## config.mk

```make
export PLATFORM = sky130hd
export DESIGN_NAME = rrlc_range_cmp
export DESIGN_NICKNAME = d
export VERILOG_FILES = /design/src/rtl/core/rrlc_pkg.sv /design/src/rtl/core/rrlc_range_cmp.sv
export SDC_FILE = /design/constraint.sdc
export NUM_CORES = 1
export LEC_CHECK = 0
export ABC_CLOCK_PERIOD_IN_PS = 4600
export BUFFER_PORTS_ARGS = -buffer_cell sky130_fd_sc_hd__buf_2
export CORE_AREA = 2 2 129 131
export DETAILED_ROUTE_END_ITERATION = 12
export DIE_AREA = 0 0 131 133
export PLACE_DENSITY_LB_ADDON = 0.12
export REMOVE_ABC_BUFFERS = 1
export SLEW_MARGIN = 20
export SYNTH_ARGS = -nofsm -noshare
export SYNTH_HDL_FRONTEND = slang
export SYNTH_SLANG_ARGS = --single-unit
```

## constraint.sdc

```tcl
create_clock -name clk -period 4.6 [get_ports clk]
set_input_delay 0.46 -clock clk [delete_from_list [all_inputs] [get_ports clk]]
set_output_delay 0.46 -clock clk [all_outputs]
set_load 0.02 [all_outputs]
```

## src/rtl/core/rrlc_pkg.sv

```systemverilog
// ----------------------------------------------------------------------------
// rrlc_pkg
// Shared constants for the range registration LRU cache: field widths,
// operation codes, status codes and register indexes.
// ----------------------------------------------------------------------------
package rrlc_pkg;

	localparam int POOL_ENTRIES_DEF  = 64;
	localparam int CACHE_ENTRIES_DEF = 16;

	localparam int ADDR_W     = 48;
	localparam int LEN_W      = 32;
	localparam int HANDLE_W   = 6;
	localparam int RC_W       = 16;
	localparam int CAP_W      = 5;
	localparam int CFG_IDX_W  = 2;
	localparam int CFG_DATA_W = 5;

	localparam logic [RC_W-1:0] RC_MAX = '1;

	localparam logic [1:0] FN_REG_CACHED   = 2'd0;
	localparam logic [1:0] FN_REG_UNCACHED = 2'd1;
	localparam logic [1:0] FN_UNREG        = 2'd2;
	localparam logic [1:0] FN_NOP          = 2'd3;

	localparam logic [1:0] ST_OK          = 2'd0;
	localparam logic [1:0] ST_NO_FREE     = 2'd1;
	localparam logic [1:0] ST_BAD_RELEASE = 2'd2;

	localparam logic [CFG_IDX_W-1:0] REG_CACHE_ENABLE   = 2'd0;
	localparam logic [CFG_IDX_W-1:0] REG_CACHE_CAPACITY = 2'd1;

endpackage

```

## src/rtl/core/rrlc_range_cmp.sv

```systemverilog
// ----------------------------------------------------------------------------
// rrlc_range_cmp
// Shared two-step containment check: does [base, base+len) fit inside a
// cached entry's range. The subtract is registered, the add and compare
// follow in the next cycle.
// ----------------------------------------------------------------------------
module rrlc_range_cmp (
	input  logic                         clk,
	input  logic [rrlc_pkg::ADDR_W-1:0]  base,
	input  logic [rrlc_pkg::LEN_W-1:0]   len,
	input  logic [rrlc_pkg::ADDR_W-1:0]  ent_base,
	input  logic [rrlc_pkg::LEN_W-1:0]   ent_len,
	output logic                         match
);

	localparam int AW = rrlc_pkg::ADDR_W;

	logic [AW:0]                   diff_s1;
	logic [rrlc_pkg::LEN_W-1:0]    len_s1;
	logic [rrlc_pkg::LEN_W-1:0]    ent_len_s1;
	logic [AW:0]                   end_off;

	always_ff @(posedge clk) begin
		diff_s1    <= {1'b0, base} - {1'b0, ent_base};
		len_s1     <= len;
		ent_len_s1 <= ent_len;
	end

	// A borrow means the request starts below the entry.
	assign end_off = {1'b0, diff_s1[AW-1:0]} + (AW+1)'(len_s1);
	assign match   = !diff_s1[AW] && (end_off <= (AW+1)'(ent_len_s1));

endmodule

```

; After elaboration in Yosys (flattened, before gate mapping)
; Index checks and enable logic that the tools add are counted.
; W data, S select, Z words.
[totals]
regBits = 113
[classes]
n_addsub = 2
order_cmp = 1
reduce_logical = 2
[op_table]
columns = cell, n
row1 = $add A48 B32 Y49, 1
row2 = $le A49 B32 Y1, 1
row3 = $sub A48 B48 Y49, 1
row4 = $logic_and A1 B1 Y1, 1
row5 = $logic_not A1 Y1, 1

; Depth between registers and ports, before layout
[depth]
word_depth = 3
mapped_depth = 22

; Worst setup path before layout
; Ideal clock, no wire load.
[synth_timing]
kind = register to output
start = register diff_s1[0]
end = output match
arrival_time_ps = 4021
slack_ps = 119
path_stages_with_launch = 23
cell_sequence = dfxtp_1 -> ha_1 -> inv_1 -> fa_1 -> nor2b_1 -> o31ai_1 -> a31oi_1 -> a21boi_0 -> nor2_1 -> a21o_1 -> a21oi_1 -> xnor2_1 -> ha_1 -> a21oi_1 -> o21ai_0 -> a21o_1 -> a211oi_1 -> nor2_1 -> o41ai_1 -> a21oi_1 -> nor4_1 -> o211ai_1 -> and4b_1
[synth_via]
elab_chain_cells = 3
[synth_rtl]
columns = item, line
row1 = from (decl), rrlc_range_cmp.sv:18  ; logic [AW:0] diff_s1;
row2 = from (signal assigned), rrlc_range_cmp.sv:24  ; diff_s1 <= {1'b0, base} - {1'b0, ent_base};
row3 = $add A48 B32 Y49, rrlc_range_cmp.sv:30  ; assign end_off = {1'b0, diff_s1[AW-1:0]} + (AW+1)'(len_s1);
row4 = $le A49 B32 Y1, rrlc_range_cmp.sv:31  ; assign match = !diff_s1[AW] && (end_off <= (AW+1)'(ent_len_s1));
row5 = $logic_and A1 B1 Y1, rrlc_range_cmp.sv:31
row6 = to (decl), rrlc_range_cmp.sv:13  ; output logic match
; Every way passes these cells.

; Worst setup path after layout
[layout_timing]
start = register len_s1[0] (netlist bit)
end = output match
[layout_via]
elab_chain_cells = 3
[layout_rtl]
columns = item, line
row1 = from (decl), rrlc_range_cmp.sv:19  ; logic [rrlc_pkg::LEN_W-1:0] len_s1;
row2 = from (signal assigned), rrlc_range_cmp.sv:25  ; len_s1 <= len;
row3 = $add A48 B32 Y49, rrlc_range_cmp.sv:30
row4 = $le A49 B32 Y1, rrlc_range_cmp.sv:31
row5 = $logic_and A1 B1 Y1, rrlc_range_cmp.sv:31
; Every way passes these cells.

==> metrics.md <==
| Metric | Value |
|---|---|
| Outcome | finished with violations |
| Failing checks | setup timing |
| Die width | 131 um |
| Post-Syn Area | 7980 um^2 |
| Setup WS pre-CTS | -0.406 ns |
| CP Class | flip-flop to primary output |
| Crit path top cell by count | buf_4 |
| Fin nets | 1,435 |
| # DRC | 0 |
| WP data arrival | 4.63 ns |
| Routed len/inst | 14.7 um |
| # diodes | 0 |
| H-Tree Depth | 4 |
| Most common cell after layout, fill and taps aside | buf_2 |
| RSZ-0062 raised after global routing | true |
| Worst min path class | input port to flip-flop |
| Post-route insts no fill | 1,392 |
| Number of global-route vias before repair | 6,782 |
| Largest net degree at the start of global routing | 17 |
| Setup TNS | -0.485 ns |
| DRT Pass-1 Iters | 5 |
| Hpwl dp | 16.1 mm |
| GR Util All Layers | 23.4% |
| Yosys reg bits | 113 |
| Max stage delay on crit path | 0.37 ns |
| Area after DPL | 9390 um^2 |
| Final Cell Area | 10,300 um^2 |
| CTS Buf Count | 17 |
| VDD IR max | 224 uV |
| Iter 0 DRT Violations | 353 |
| I/O Pins | 162 |
| Starting Density | 49.3% |
| Crit-path slowest cell | o41ai_2 |
| Final hold vios | 0 |
| Setup Viol. Count Final | 1 |
| PortBufs | 161 |
| Clock period minus worst slack | 5.09 ns |
| Clock Sinks | 113 |
| Most frequent cells in the layout | buf_2 (160), ha_1 (108), dfxtp_1 (108) |
| Synth cell types | 72 |
| Endpoint type of the worst setup path | primary output |
| Core region area | 16,200 um^2 |
| FFs w/ async S/R, synth | 0% |
| RePlAce Congestion | 0.942 |
| Overflow after GRT | 0 |
| NetSw | 1540 uW |
| DRT Wirelength | 20.5 mm |
| Critical Path Source Type | flip-flop |
| Avg Cell Area, Syn | 8.53 um^2 |
| Post-layout util | 63.4% |
| P per Cell Area | 430 nW/um^2 |
| Max Cap Viol | 0 |
| Slew headroom | 62.6% |
| Worst Slack Setup Final | -0.485 ns |
| DIE HEIGHT | 133 um |
| Area Overhead vs Synth | 28.5% |
| Layout cells sized above 1 | 26.2% |
| Pint | 2870 uW |
| Critical path origin | len_s1[0] |
| Post-Syn Instances | 935 |
| Max Root-Sink Buffers | 2 |
| Die area | 17,400 um^2 |
| Combinational power share | 43.0% |
| Hold-fix buffers, CTS | 0 |
| Initial antenna violation count | 0 |
| Main flop type after synthesis | dfxtp_1 |
| LEAKAGE | 0.00510 uW |
| Post-synth EDFFs | 0 |
| DRT antenna net count | 0 |
| Clock share of power | 29.4% |
| Clk root buf | clkbuf_16 |
| Tightest Pin Transition | 0.558 ns |
| Rows | 47 |
| Crit path to | match |
| Sw frac | 35.0% |
| CP Cell Sequence | ha_4, buf_4, a211oi_4, o21bai_2, o31ai_4, buf_4, buf_4, nor2_1, o21ai_0, nor2b_2, xnor2_1, ha_1, a21o_1, nand3_1, a21oi_1, a211oi_2, nor3_1, o41ai_2, a21oi_2, nor4_1, o211ai_1, and4b_1, buf_6 |
| CTS tree | built |
| YS warnings | 0 |
| Post-synthesis sequential area ratio | 28.4% |
| Tcrit/Tclk final | 111% |
| Via density | 5.31 |
| Via count | 7,396 |
| Worst-path clk slew | 0.06 ns |
| Part of the power in registers | 27.6% |
| Max FO, Critical Path | 3 |
| First-pass GRT wire length | 32.3 mm |
| F_max | 197 MHz |
| Placed Cells | 1,354 |
| Worst path required time | 4.14 ns |
| Final Max Slew Viols | 0 |
-- how the worst min path moves through the flow --
stage	cells after the start	slack [ns]	to	startpoint
floorplan	0	0.49	ent_len_s1[0]	ent_len[0]
global placement	1	0.56	len_s1[7]	len[7]
detailed placement	1	0.56	ent_len_s1[11]	ent_len[11]
CTS	1	0.13	len_s1[5]	len[5]
global route	1	0.13	len_s1[6]	len[6]
finish	1	0.14	len_s1[5]	len[5]
-- sequential cells by signal (all words and copies together) (netlist names) --
signal and cells:
diff_s1 49, ent_len_s1 32, len_s1 32
-- cell type report --
type | instances | area [um^2]
Fill cell | 1402 | 5920
Clock inverter | 11 | 140
Timing Repair Buffer | 219 | 1250
Inverter | 104 | 390
Sequential cell | 113 | 2270
Clock buffer | 20 | 437
Multi-Input combinational cell | 705 | 5490
Tap cell | 220 | 275
-- metrics by stage --
step	total power, uW	hold WS [ns]
after global placement	2930	0.563
after CTS	4300	0.131
final	4410	0.141
after global routing	4690	0.128
after floorplan	2390	0.488
after detailed placement	2950	0.564
-- power by group through the flow --
stage | clock network, uW | logic [uW] | registers (uW)
5_1_grt | 1360 | 2100 | 1220
3_3_place_gp | 0 | 1700 | 1220
2_1_floorplan | 0 | 1210 | 1180
3_5_place_dp | 0 | 1720 | 1220
4_1_cts | 1310 | 1790 | 1210
6_report | 1300 | 1900 | 1210
-- critical path: cells and delay by family, from the launching register on --
family | cells | cell delay [ns]
and+or+nand+nor | 6 | 0.97
adders and majority gates | 2 | 0.37
buffers and inverters | 4 | 0.53
AOI/OAI and AO/OA | 10 | 1.89
DFF | 1 | 0.33
xor gates and xnor gates | 1 | 0.11
-- Yosys cell counts, drive strengths merged, types with 6 or more instances --
cell      n  area (um^2)
nor3     14         75.1
o31ai     9         95.1
nand4    21          146
nand3    24          120
nand2b   12         75.1
nor2     54          205
xnor2    53          464
a21oi    88          440
or3       6         37.5
a21o     49          368
xor2     18          158
nor2b    13         81.3
dfxtp   113         2260
nand2    55          206
clkbuf   12         46.3
o211ai    7         52.6
inv     104          390
o21a     15          113
ha      112         1400
o21bai   17          128
a211oi    9         72.6
o21ai    42          210
and3      8         50.1
-- routing by layer --
metal | track usage [%] | part of all wire (%)
met1 | 35.0 | 51
met2 | 34.3 | 42
met3 | 3.32 | 5.7
met4 | 7.39 | 1.7
met5 | 0 | 0
-- repair_timing --
item,in CTS,in global routing
setup buffers,0,7
gates resized for setup,22,36
endpoints found under the hold margin,0,0
endpoints found under the setup margin,1,1
pin swaps,27,23
-- cells by family after synthesis --
kind of cell | Yosys count | share of synthesized area [%]
buf+inv | 117 | 5.54
xor+xnor | 71 | 7.79
compound gates | 287 | 24.8
simple gates | 228 | 14.7
flops | 113 | 28.4
mux | 5 | 0.674
fa+ha+maj | 114 | 18.1
Power figures use the tool's default switching activity.
